--- src/rtl/ccp_pkg.sv ---
// Shared types, codes and helper functions for the color command parser.
package ccp_pkg;

  localparam int NUM_WIDTH_DEF = 10;
  localparam int VAL_W         = 9;
  localparam int KW_COUNT      = 4;

  localparam logic [8:0] LEVEL_LIMIT_RST = 9'd100;
  localparam logic [8:0] HUE_LIMIT_RST   = 9'd360;

  // keyword_match bit positions
  localparam int KW_RGB  = 0;
  localparam int KW_HSV  = 1;
  localparam int KW_SAVE = 2;
  localparam int KW_HELP = 3;

  typedef enum logic [2:0] {
    KIND_EMPTY   = 3'd0,
    KIND_UNKNOWN = 3'd1,
    KIND_RGB     = 3'd2,
    KIND_HSV     = 3'd3,
    KIND_SAVE    = 3'd4,
    KIND_HELP    = 3'd5
  } cmd_kind_t;

  typedef enum logic [1:0] {
    PH_START  = 2'd0,
    PH_SIGN   = 2'd1,
    PH_DIGITS = 2'd2,
    PH_STOP   = 2'd3
  } num_phase_t;

  typedef enum logic [1:0] {
    REG_LEVEL_LIMIT = 2'd0,
    REG_HUE_LIMIT   = 2'd1
  } cfg_reg_t;

  // classified character item
  typedef struct packed {
    logic       is_end;
    logic       is_space;
    logic       is_letter;
    logic       is_digit;
    logic       is_sign;
    logic       is_minus;
    logic [3:0] digit;
    logic [7:0] ch;
  } char_item_t;

  typedef struct packed {
    cmd_kind_t  kind;
    logic [8:0] v0;
    logic [8:0] v1;
    logic [8:0] v2;
  } result_t;

  function automatic logic [4:0] kw_len(input logic [1:0] k);
    logic [4:0] len;
    case (k)
      2'd0:    len = 5'd3;
      2'd1:    len = 5'd3;
      default: len = 5'd4;
    endcase
    return len;
  endfunction

  function automatic logic [7:0] kw_char(input logic [1:0] k, input logic [1:0] pos);
    logic [7:0] c;
    case ({k, pos})
      4'b00_00: c = "r";
      4'b00_01: c = "g";
      4'b00_10: c = "b";
      4'b01_00: c = "h";
      4'b01_01: c = "s";
      4'b01_10: c = "v";
      4'b10_00: c = "s";
      4'b10_01: c = "a";
      4'b10_10: c = "v";
      4'b10_11: c = "e";
      4'b11_00: c = "h";
      4'b11_01: c = "e";
      4'b11_10: c = "l";
      4'b11_11: c = "p";
      default:  c = 8'h00;
    endcase
    return c;
  endfunction

  function automatic logic [8:0] clamp_to(input logic [8:0] v, input logic [8:0] limit);
    return (v > limit) ? limit : v;
  endfunction

endpackage

--- src/rtl/ccp_front.sv ---
// Front end: takes characters, classifies them and queues them for the back end.
module ccp_front import ccp_pkg::*; (
  input  logic       clk,
  input  logic       rst,
  input  logic       push,
  input  logic [7:0] ch,
  input  logic       end_of_command,
  output logic       full,
  output logic       item_valid,
  output char_item_t item,
  input  logic       item_pop
);

  char_item_t q [2];
  logic       wr_ptr;
  logic       rd_ptr;
  logic [1:0] count;
  char_item_t cls;
  logic       do_push;
  logic       do_pop;

  always_comb begin
    cls           = '0;
    cls.ch        = ch;
    cls.is_end    = end_of_command;
    cls.is_space  = (ch == 8'h20);
    cls.is_letter = (ch >= "a" && ch <= "z") || (ch >= "A" && ch <= "Z");
    cls.is_digit  = (ch >= "0" && ch <= "9");
    cls.is_sign   = (ch == "+") || (ch == "-");
    cls.is_minus  = (ch == "-");
    cls.digit     = ch[3:0];
  end

  assign full       = (count == 2'd2);
  assign item_valid = (count != 2'd0);
  assign item       = q[rd_ptr];
  assign do_push    = push && !full;
  assign do_pop     = item_pop && item_valid;

  always_ff @(posedge clk) begin
    if (do_push) q[wr_ptr] <= cls;
  end

  always_ff @(posedge clk) begin
    if (rst) begin
      wr_ptr <= 1'b0;
      rd_ptr <= 1'b0;
      count  <= 2'd0;
    end else begin
      if (do_push) wr_ptr <= ~wr_ptr;
      if (do_pop)  rd_ptr <= ~rd_ptr;
      count <= count + {1'b0, do_push} - {1'b0, do_pop};
    end
  end

endmodule

--- src/rtl/ccp_back.sv ---
// Back end: token and number state, builds one result per end marker.
module ccp_back import ccp_pkg::*; #(
  parameter int NUM_WIDTH = NUM_WIDTH_DEF
) (
  input  logic       clk,
  input  logic       rst,
  input  logic       item_valid,
  input  char_item_t item,
  output logic       item_pop,
  input  logic [8:0] level_limit,
  input  logic [8:0] hue_limit,
  input  logic       res_full,
  output logic       res_push,
  output result_t    res
);

  localparam logic [2:0] TOKEN_CAP = 3'd7;
  localparam logic [4:0] POS_CAP   = 5'd31;

  logic [2:0]           token_count, token_count_next;
  logic                 inside_token, inside_token_next;
  logic [4:0]           char_position, char_position_next;
  logic                 first_all_letters, first_all_letters_next;
  logic [3:0]           keyword_match, keyword_match_next;
  logic                 args_all_numeric, args_all_numeric_next;
  num_phase_t           number_phase, number_phase_next;
  logic                 number_negative, number_negative_next;
  logic [NUM_WIDTH-1:0] number_accum, number_accum_next;
  logic [8:0]           arg_values [3];
  logic [8:0]           arg_values_next [3];

  logic [2:0]           idx;
  logic [1:0]           arg_idx;
  logic [NUM_WIDTH+3:0] prod;
  logic [8:0]           sat_val;
  logic                 args_ok;

  always_comb begin
    token_count_next       = token_count;
    inside_token_next      = inside_token;
    char_position_next     = char_position;
    first_all_letters_next = first_all_letters;
    keyword_match_next     = keyword_match;
    args_all_numeric_next  = args_all_numeric;
    number_phase_next      = number_phase;
    number_negative_next   = number_negative;
    number_accum_next      = number_accum;
    arg_values_next        = arg_values;
    res                    = '0;
    res.kind               = KIND_EMPTY;
    res_push               = 1'b0;
    idx                    = 3'd0;
    arg_idx                = 2'd0;
    prod                   = '0;
    args_ok                = 1'b0;
    sat_val                = (|number_accum[NUM_WIDTH-1:9]) ? 9'd511 : number_accum[8:0];
    item_pop               = item_valid && (!item.is_end || !res_full);

    if (item_pop) begin
      if (item.is_end || item.is_space) begin
        // close the open token
        if (inside_token) begin
          idx     = token_count - 3'd1;
          arg_idx = idx[1:0] - 2'd1;
          if (idx == 3'd0) begin
            for (int k = 0; k < KW_COUNT; k++) begin
              if (char_position != kw_len(2'(k))) keyword_match_next[k] = 1'b0;
            end
          end else if (idx <= 3'd3) begin
            arg_values_next[arg_idx] = number_negative ? 9'd0 : sat_val;
          end
          inside_token_next = 1'b0;
        end
        if (item.is_end) begin
          res_push = 1'b1;
          args_ok  = (token_count == 3'd4) && args_all_numeric;
          if (token_count == 3'd0) begin
            res.kind = KIND_EMPTY;
          end else if (!first_all_letters) begin
            res.kind = KIND_UNKNOWN;
          end else if (keyword_match_next[KW_RGB] && args_ok) begin
            res.kind = KIND_RGB;
            res.v0   = clamp_to(arg_values_next[0], level_limit);
            res.v1   = clamp_to(arg_values_next[1], level_limit);
            res.v2   = clamp_to(arg_values_next[2], level_limit);
          end else if (keyword_match_next[KW_HSV] && args_ok) begin
            res.kind = KIND_HSV;
            res.v0   = clamp_to(arg_values_next[0], hue_limit);
            res.v1   = clamp_to(arg_values_next[1], level_limit);
            res.v2   = clamp_to(arg_values_next[2], level_limit);
          end else if (keyword_match_next[KW_SAVE] && token_count == 3'd1) begin
            res.kind = KIND_SAVE;
          end else if (keyword_match_next[KW_HELP] && token_count == 3'd1) begin
            res.kind = KIND_HELP;
          end else begin
            res.kind = KIND_UNKNOWN;
          end
          token_count_next       = 3'd0;
          inside_token_next      = 1'b0;
          char_position_next     = 5'd0;
          first_all_letters_next = 1'b1;
          keyword_match_next     = 4'hF;
          args_all_numeric_next  = 1'b1;
          number_phase_next      = PH_START;
          number_negative_next   = 1'b0;
          number_accum_next      = '0;
          for (int i = 0; i < 3; i++) arg_values_next[i] = 9'd0;
        end
      end else begin
        if (!inside_token) begin
          inside_token_next    = 1'b1;
          if (token_count != TOKEN_CAP) token_count_next = token_count + 3'd1;
          char_position_next   = 5'd0;
          number_phase_next    = PH_START;
          number_negative_next = 1'b0;
          number_accum_next    = '0;
        end
        idx = token_count_next - 3'd1;
        if (idx == 3'd0) begin
          if (!item.is_letter) first_all_letters_next = 1'b0;
          for (int k = 0; k < KW_COUNT; k++) begin
            if (char_position_next >= kw_len(2'(k)) ||
                kw_char(2'(k), char_position_next[1:0]) != item.ch)
              keyword_match_next[k] = 1'b0;
          end
        end else if (idx <= 3'd3) begin
          if (item.is_sign) begin
            if (number_phase_next == PH_START) begin
              number_phase_next    = PH_SIGN;
              number_negative_next = item.is_minus;
            end else begin
              number_phase_next = PH_STOP;
            end
          end else if (item.is_digit) begin
            if (number_phase_next != PH_STOP) begin
              // acc*10 + digit, saturating
              prod = {1'b0, number_accum_next, 3'b000} + {3'b000, number_accum_next, 1'b0}
                   + {{NUM_WIDTH{1'b0}}, item.digit};
              number_accum_next = (|prod[NUM_WIDTH+3:NUM_WIDTH]) ? {NUM_WIDTH{1'b1}}
                                                                 : prod[NUM_WIDTH-1:0];
              number_phase_next = PH_DIGITS;
            end
          end else begin
            args_all_numeric_next = 1'b0;
          end
        end
        if (char_position_next != POS_CAP) char_position_next = char_position_next + 5'd1;
      end
    end
  end

  always_ff @(posedge clk) begin
    if (rst) begin
      token_count       <= 3'd0;
      inside_token      <= 1'b0;
      char_position     <= 5'd0;
      first_all_letters <= 1'b1;
      keyword_match     <= 4'hF;
      args_all_numeric  <= 1'b1;
      number_phase      <= PH_START;
      number_negative   <= 1'b0;
      number_accum      <= '0;
      for (int i = 0; i < 3; i++) arg_values[i] <= 9'd0;
    end else begin
      token_count       <= token_count_next;
      inside_token      <= inside_token_next;
      char_position     <= char_position_next;
      first_all_letters <= first_all_letters_next;
      keyword_match     <= keyword_match_next;
      args_all_numeric  <= args_all_numeric_next;
      number_phase      <= number_phase_next;
      number_negative   <= number_negative_next;
      number_accum      <= number_accum_next;
      arg_values        <= arg_values_next;
    end
  end

endmodule

--- src/rtl/ccp_result_queue.sv ---
// Two-entry queue holding finished results until they are popped.
module ccp_result_queue import ccp_pkg::*; (
  input  logic    clk,
  input  logic    rst,
  input  logic    res_push,
  input  result_t res,
  output logic    res_full,
  output logic    empty,
  output result_t head,
  input  logic    pop
);

  result_t    q [2];
  logic       wr_ptr;
  logic       rd_ptr;
  logic [1:0] count;
  logic       do_pop;

  assign res_full = (count == 2'd2);
  assign empty    = (count == 2'd0);
  assign head     = q[rd_ptr];
  assign do_pop   = pop && !empty;

  always_ff @(posedge clk) begin
    if (res_push) q[wr_ptr] <= res;
  end

  always_ff @(posedge clk) begin
    if (rst) begin
      wr_ptr <= 1'b0;
      rd_ptr <= 1'b0;
      count  <= 2'd0;
    end else begin
      if (res_push) wr_ptr <= ~wr_ptr;
      if (do_pop)   rd_ptr <= ~rd_ptr;
      count <= count + {1'b0, res_push} - {1'b0, do_pop};
    end
  end

endmodule

--- src/rtl/color_command_parser_unit.sv ---
// A character is classified on entry, queued, and parsed at the queue head; the result
// of an end marker enters the result queue when the marker is accepted. Throughput: one
// character or end marker per cycle, set by the parse state update in the back end; an end
// marker waits on a full result queue, and two-entry queues decouple both sides.
// Reset (synchronous, rst high) empties both queues, clears the parse state and sets the
// limits to level 100 and hue 360.
module color_command_parser_unit import ccp_pkg::*; #(
  parameter int NUM_WIDTH = NUM_WIDTH_DEF
) (
  input  logic       clk,
  input  logic       rst,
  input  logic       push,
  output logic       full,
  input  logic [7:0] ch,
  input  logic       end_of_command,
  output logic       empty,
  input  logic       pop,
  output logic [2:0] cmd_kind,
  output logic [8:0] first_value,
  output logic [8:0] second_value,
  output logic [8:0] third_value,
  input  logic       cfg_valid,
  output logic       cfg_ready,
  input  logic [1:0] cfg_index,
  input  logic [8:0] cfg_data
);

  logic       level_limit;
  logic [8:0] level_lim;
  logic [8:0] hue_lim;
  logic       item_valid;
  char_item_t item;
  logic       item_pop;
  logic       res_full;
  logic       res_push;
  result_t    res;
  result_t    head;

  assign cfg_ready   = 1'b1;
  assign level_limit = cfg_valid && (cfg_index == REG_LEVEL_LIMIT);

  always_ff @(posedge clk) begin
    if (rst) begin
      level_lim <= LEVEL_LIMIT_RST;
      hue_lim   <= HUE_LIMIT_RST;
    end else begin
      if (level_limit) level_lim <= cfg_data;
      if (cfg_valid && cfg_index == REG_HUE_LIMIT) hue_lim <= cfg_data;
    end
  end

  ccp_front u_front (
    .clk            (clk),
    .rst            (rst),
    .push           (push),
    .ch             (ch),
    .end_of_command (end_of_command),
    .full           (full),
    .item_valid     (item_valid),
    .item           (item),
    .item_pop       (item_pop)
  );

  ccp_back #(
    .NUM_WIDTH (NUM_WIDTH)
  ) u_back (
    .clk         (clk),
    .rst         (rst),
    .item_valid  (item_valid),
    .item        (item),
    .item_pop    (item_pop),
    .level_limit (level_lim),
    .hue_limit   (hue_lim),
    .res_full    (res_full),
    .res_push    (res_push),
    .res         (res)
  );

  ccp_result_queue u_resq (
    .clk      (clk),
    .rst      (rst),
    .res_push (res_push),
    .res      (res),
    .res_full (res_full),
    .empty    (empty),
    .head     (head),
    .pop      (pop)
  );

  assign cmd_kind     = head.kind;
  assign first_value  = head.v0;
  assign second_value = head.v1;
  assign third_value  = head.v2;

endmodule

--- config.mk ---
export PLATFORM = sky130hd
export DESIGN_NAME = color_command_parser_unit
export DESIGN_NICKNAME = d
export VERILOG_FILES = /design/src/rtl/ccp_pkg.sv /design/src/rtl/ccp_front.sv /design/src/rtl/ccp_back.sv /design/src/rtl/ccp_result_queue.sv /design/src/rtl/color_command_parser_unit.sv
export SDC_FILE = /design/constraint.sdc
export NUM_CORES = 1
export LEC_CHECK = 0
export ABC_AREA = 1
export BUFFER_PORTS_ARGS = -buffer_cell sky130_fd_sc_hd__buf_2
export CAP_MARGIN = 40
export CORE_MARGIN = 3
export CORE_UTILIZATION = 62
export DETAILED_ROUTE_END_ITERATION = 10
export HOLD_SLACK_MARGIN = 0.03
export PLACE_DENSITY = 0.81
export RECOVER_POWER = 25
export SLEW_MARGIN = 20
export SYNTH_ARGS = -nofsm -noshare
export SYNTH_HDL_FRONTEND = slang
export SYNTH_SLANG_ARGS = --single-unit
--- constraint.sdc ---
create_clock -name clk -period 3.97 [get_ports clk]
set_clock_uncertainty 0.2 [all_clocks]
set_input_delay 0.794 -clock clk [delete_from_list [all_inputs] [get_ports clk]]
set_output_delay 0.794 -clock clk [all_outputs]
set_load 0.03 [all_outputs]
==> results of run 1 <==
-- critical path, stage by stage, from the launching register on --
cell      delay [ns]
dfxtp_1         0.41
inv_1           0.14
ha_1            0.31
nor2_1          0.09
nand2_1         0.08
nand3_1         0.23
nor2_8          0.10
buf_4           0.15
o21ai_0         0.48
ha_1            0.27
inv_1           0.05
nand4_1         0.09
nand3_1         0.10
nand2_1         0.09
clkinv_1        0.25
nand2_1         0.14
nand3_1         0.09
a21oi_1         0.23
-- metal layers --
layer	wire length, um	global-route usage [%]	part of all wire (%)
met5	0	0	0
met4	820	11.37	3.4
met3	1412	4.501	5.8
met2	11620	45.59	48
met1	10420	35.37	43
-- path summary, 6_finish.rpt --
kind              cells after the start  slack (ns)         endpoint                  start
setup / recovery                     17        0.29  u_resq.q[1][20]  u_back.token_count[1]
hold / removal                        1        0.26   u_front.rd_ptr         u_front.rd_ptr
setup reg to reg                     17        0.29  u_resq.q[1][20]  u_back.token_count[1]
hold reg to reg                       1        0.26   u_front.rd_ptr         u_front.rd_ptr
-- sequential cells by signal, summed over array words and instances (netlist names), named ones only --
register	cells
hue_lim	9
u_resq.rd_ptr	1
u_back.char_position	5
u_back.arg_values	27
u_back.number_accum	10
u_front.count	2
u_back.args_all_numeric	1
u_front.wr_ptr	1
level_lim	9
u_back.number_negative	1
u_front.rd_ptr	1
u_back.inside_token	1
u_back.first_all_letters	1
u_front.q	28
u_resq.wr_ptr	1
u_back.token_count	3
u_back.keyword_match	4
u_resq.count	2
u_back.number_phase	2
u_resq.q	60
-- layout by cell type, fill, tap and decap left out, types with 5 or more instances in the layout --
master,n
nand2_1,318
a21oi_1,125
inv_1,121
nor2_1,118
edfxtp_1,88
o21ai_0,82
dfxtp_1,82
ha_1,76
nand3_1,72
buf_2,46
mux2_2,30
buf_4,27
clkbuf_16,17
inv_2,16
clkbuf_1,14
nor3_1,10
o21ai_1,10
o21ai_2,9
o211ai_1,9
xor2_1,9
nand4_1,6
nand3b_1,5
clkinv_1,5
-- through the flow --
stage                     worst slack (ns)  power [mW]  instances  area (um^2)  util [%]
after global routing               0.05927       6.519       1577        11340     71.14
after floorplan                     0.5599       3.940       1275        10170         -
after global placement              0.4672       4.517       1540        10760     67.47
after CTS                           0.2403       6.156       1572        11320     71.02
final                               0.2881       6.155       1577        11340     71.14
after detailed placement            0.3370       4.560       1540        10760     67.47
-- layout make-up --
cell class | count | area share [%]
Inverter | 141 | 4.677
Tap cell | 216 | 2.383
Multi-Input combinational cell | 931 | 45.75
Clock buffer | 18 | 3.784
Sequential cell | 171 | 37.96
Clock inverter | 14 | 1.202
Timing Repair Buffer | 86 | 4.247
-- kinds of logic (layout without fill, tap and decap cells) --
group	after synthesis	in the layout	synth area share, %
AOI/OAI and AO/OA	253	253	13.58
other	1	1	0.03686
DFF	171	171	42.31
and+or+nand+nor	556	556	23.04
adders and majority gates	78	78	9.742
buffers and inverters	173	259	6.777
muxes	30	30	3.321
xor gates and xnor gates	13	13	1.193
-- where the power goes --
part / switching (mW) / total (mW) / internal (mW)
combinational: 1.60 / 2.27 / 0.670
sequential: 0.138 / 2.28 / 2.14
clock: 0.728 / 1.60 / 0.876
total: 2.47 / 6.16 / 3.68
-- what timing repair did --
action,in CTS,in global routing
gates resized for setup,0,2
endpoints found under the hold margin,0,0
endpoints found under the setup margin,0,36
buffers inserted,0,5
==> summary.md, run 1 <==
| Metric | Value |
|---|---|
| Status | `finished, final reports clean` |
| Worst Setup End Kind | `flip-flop` |
| CTS sink count | `171` |
| H-tree Lvls | `4` |
| Vias post-DR | `8871` |
| Slew HR | `38.60%` |
| Placeable Area | `0.01594 mm^2` |
| Via count of the first global-routing pass | `8210` |
| Die Y | `134.1 um` |
| Type of the most critical hold path | `reg -> reg` |
| Maxcap violations | `0` |
| Crit path DAT | `3.73 ns` |
| Cell variety after synth | `53` |
| Reg area | `0.004305 mm^2` |
| Largest cells by area after synthesis | `edfxtp_1, dfxtp_1, nand2_1` |
| Vias per cell | `5.625` |
| First-pass GRT wire length | `39.56 mm` |
| Top cell type's share of synthesized area | `25.98%` |
| Share of layout cells above drive strength 1 | `13.52%` |
| CP Data Required Time | `4.02 ns` |
| Max-slew violations | `0` |
| Initial drt markers | `723` |
| Die W | `134.1 um` |
| Nets | `1451` |
| Fmax | `0.2716 GHz` |
| Area Overhead vs Synth | `11.50%` |
| HPWL after DPL | `17.69 mm` |
| Initial antenna violation count | `0` |
| Row count | `46` |
| GP Congestion | `0.9468` |
| DRT Wirelength | `24.27 mm` |
| EDFF count, synth | `88` |
| Ant diodes | `0` |
| Synthesized area per cell | `7.978 um^2` |
| Worst-path fanout max | `14` |
| Hold Vio Cnt, Final | `0` |
| Post-Syn Area | `0.01017 mm^2` |
| Multi-input logic area | `0.005189 mm^2` |
| Slew @ Worst Pin | `0.9210 ns` |
| Num CTS Buffers | `17` |
| Hold_ws | `0.2574 ns` |
| TritonCTS clock tree | `done` |
| Leak | `5.184 nW` |
| # fillers | `1306` |
| Number of port buffers | `56` |
| CP Class | `reg -> reg` |
| Final setup TNS | `0 ns` |
| Post-Synthesis Cells | `1275` |
| Period utilisation layout | `92.74%` |
| List of most frequent post-synthesis cells | `nand2_1, a21oi_1, inv_1, nor2_1, edfxtp_1` |
| Top_reg_cell synth | `edfxtp_1` |
| Ports | `58` |
| Initial Util | `63.80%` |
| Sequential-to-total area share from yosys stat | `42.31%` |
| DR WL/cell | `15.39 um` |
| Setup crit start kind | `flip-flop` |
| Total track usage | `27.24%` |
| Drt pass-1 iters | `6` |
| Clk root buf | `clkbuf_16` |
| Pwr/cell area | `542.7 mW/mm^2` |
| Asr flop ratio synth | `0%` |
| Post-DRT Antenna Nets | `0` |
| Yosys reg bits | `171` |
| VDD IR max | `0.3592 mV` |
| RSZ-0062 raised after global routing | `no` |
| Final Setup Violations | `0` |
| DRC errors left | `0` |
| Largest area contributor in the synthesized netlist | `edfxtp_1` |
| Top-count cell post-synth | `nand2_1` |
| CTS clk-pin slew, worst paths | `0.07 ns` |
| Longest Clk Path Bufs | `2` |
| Die footprint | `0.01798 mm^2` |
| Ys Warns | `0` |
| Total grt overflow | `0` |
| Cts hold-fix bufs | `0` |
| Synthesized net count | `1378` |
| Post-route minimum period | `3.682 ns` |
| Pin count of the biggest net entering global routing | `44` |
| Worst skew pair latency | `0.44 ns` |
(Power assumes the default switching activity.)
==> inputs of run 2 (changes only) <==
Settings changed: CORE_UTILIZATION 62 to 64, CTS_BUF_LIST set to sky130_fd_sc_hd__clkbuf_4, PLACE_DENSITY 0.81 to 0.83.
==> summary.md, run 2 (synthesis results as in run 1) <==
| Metric | Value |
|---|---|
| Status | `finished, final reports clean` |
| Leak | `5.019 nW` |
| Number of port buffers | `56` |
| Delay-heaviest family, CP | `simple AND/OR/NAND/NOR gates` |
| Final instance area | `0.01099 mm^2` |
| Reg2Reg Depth | `16` |
| Initial drt markers | `879` |
| First-pass GRT wire length | `38.43 mm` |
| Hold Path Stages | `1` |
| R2r startpoint | `u_back.token_count[1]` |
| Reg2reg end | `u_resq.q[0][19]` |
| CP Class | `reg -> reg` |
| Top Registers | `u_resq.q x60, u_front.q x28, u_back.arg_values x27` |
| Top reg by flops | `u_resq.q` |
| GP Congestion | `0.9848` |
| Vias per cell | `5.681` |
| Ports | `58` |
| Final core utilization | `71.50%` |
| Total power | `5.484 mW` |
| Longest Clk Path Bufs | `2` |
| Part of the power in combinational logic | `41.4%` |
| Net Sw Frac | `42.84%` |
| Pwr/cell area | `498.9 mW/mm^2` |
| Total track usage | `26.54%` |
| Initial antenna violation count | `1` |
| Period utilisation layout | `93.09%` |
| Clk root buf | `clkbuf_4` |
| Final Setup Violations | `0` |
| CP max stage cell | `dfxtp_1` |
| Cts hold-fix bufs | `0` |
| Pin count of the biggest net entering global routing | `44` |
| VDD IR max | `0.2772 mV` |
| Sequential Power Share | `41.4%` |
| Placeable Area | `0.01537 mm^2` |
| Worst Setup End Kind | `flip-flop` |
| Commonest cells after routing, fill and taps aside | `nand2_1, a21oi_1, inv_1, nor2_1, edfxtp_1` |
| Worst skew pair latency | `0.57 ns` |
| Internal cell power | `3.134 mW` |
| Worst-path fanout max | `9` |
| Post-DRT Antenna Nets | `0` |
| TritonCTS clock tree | `done` |
| FF-to-FF setup slack | `0.27 ns` |
| Type of the most critical hold path | `in -> reg` |
| Cell Chain, Critical Path | `inv_1 > ha_1 > xnor2_2 > nand3_1 > nand3b_1 > nand2_1 > inv_1 > ha_1 > a21oi_1 > o21a_1 > nand3_1 > nand2_1 > clkinv_1 > nand2_1 > nand3_1 > a21oi_1` |
| Setup crit start kind | `flip-flop` |
| Nets | `1445` |
| Maxcap violations | `0` |
| Fmax | `0.2706 GHz` |
| Placed Instances | `1534` |
| Die W | `132.1 um` |
| Post-route minimum period | `3.696 ns` |
| Initial Util | `66.18%` |
| Num CTS Buffers | `17` |
| P_sw | `2.349 mW` |
| Final non-filler cell total | `1567` |
| Slew HR | `17.64%` |
| CP max stage delay | `0.45 ns` |
| Vias post-DR | `8902` |
| Die footprint | `0.01744 mm^2` |
| Max-slew violations | `0` |
| # Post-CTS Setup Buffers | `0` |
| Commonest non-fill, non-tap cell in the layout | `nand2_1` |
| Row count | `45` |
| Worst min-delay path endpoint | `u_front.q[0][17]` |
| DRC errors left | `0` |
| Dpl cell area | `0.01075 mm^2` |
| HPWL after DPL | `16.97 mm` |
| Slew @ Worst Pin | `1.235 ns` |
| Die Y | `132.1 um` |
| CTS clk-pin slew, worst paths | `0.15 ns` |
| Crit path DAT | `3.89 ns` |
| DR WL/cell | `14.80 um` |
| Area Overhead vs Synth | `8.044%` |
| Worst path bufs/invs | `3` |
| H-tree Lvls | `4` |
| CTS sink count | `171` |
| Clock share of power | `17.3%` |
| Hold Vio Cnt, Final | `0` |
| CP Data Required Time | `4.16 ns` |
| DRT Wirelength | `23.20 mm` |
| Total grt overflow | `0` |
| Via count of the first global-routing pass | `8256` |
| # fillers | `1237` |
| Max reg flops | `60` |
| Drt pass-1 iters | `6` |
| Worst hold start | `end_of_command` |
| Share of layout cells above drive strength 1 | `13.43%` |
==> run 2: cell types whose count changed in the layout (fill, tap and decap cells not counted), sizes merged <==
cell / delta
buf: -5
clkinv: -2
clkinvlp: +2
diode: +1
inv: -1
==> run 2: layout make-up <==
cell class / instances / area [um^2] / area share [%]
Antenna cell: 1 / 2.502 / 0.02277
Clock buffer: 19 / 142.6 / 1.298
Clock inverter: 13 / 118.9 / 1.082
Inverter: 141 / 530.5 / 4.827
Multi-Input combinational cell: 931 / 5189 / 47.21
Sequential cell: 171 / 4305 / 39.17
Tap cell: 211 / 264.0 / 2.402
Timing Repair Buffer: 80 / 437.9 / 3.985
==> run 2: worst max path at each step <==
stage               depth (start not counted)                  start  slack [ns]                endpoint
finish                                     16  u_back.token_count[1]        0.27         u_resq.q[0][19]
global route                               16  u_back.token_count[1]      -0.005         u_resq.q[1][24]
CTS                                        16  u_back.token_count[0]        0.24         u_resq.q[0][19]
detailed placement                         16  u_back.token_count[0]        0.29         u_resq.q[1][18]
global placement                           16  u_back.token_count[0]        0.50          u_resq.q[1][8]
floorplan                                  16    u_back.inside_token        0.56  u_back.number_accum[0]
==> run 2: stage by stage <==
stage	hold slack (ns)	setup TNS [ns]	worst slack, ns
after CTS	0.1839	0	0.2363
final	0.2175	0	0.2743
after floorplan	0.2191	0	0.5599
after global routing	0.1924	-0.009976	-0.005020
after detailed placement	0.2355	0	0.2899
after global placement	0.2324	0	0.4995
==> run 2: timing repair <==
action,4_1_cts,5_1_grt
setup endpoints to repair,0,40
gates resized for setup,0,2
hold endpoints to repair,0,0
==> run 2: routing by layer <==
| layer | up-vias | part of all wire (%) | track usage (%) |
|---|---|---|---|
| met4 | 0 | 3.4 | 10.56 |
| met5 | - | 0 | 0 |
| met2 | 381 | 47 | 44.87 |
| li1 | 4405 | - | - |
| met3 | 75 | 6.6 | 4.084 |
| met1 | 4041 | 43 | 34.39 |
==> run 2: power by group through the flow <==
stage	Sequential (mW)	Combinational (mW)	Clock, mW
floorplan	2.27	1.67	0
finish	2.27	2.27	0.946
global placement	2.29	2.21	0
detailed placement	2.30	2.24	0
global route	2.30	2.52	1.03
CTS	2.26	2.26	0.960
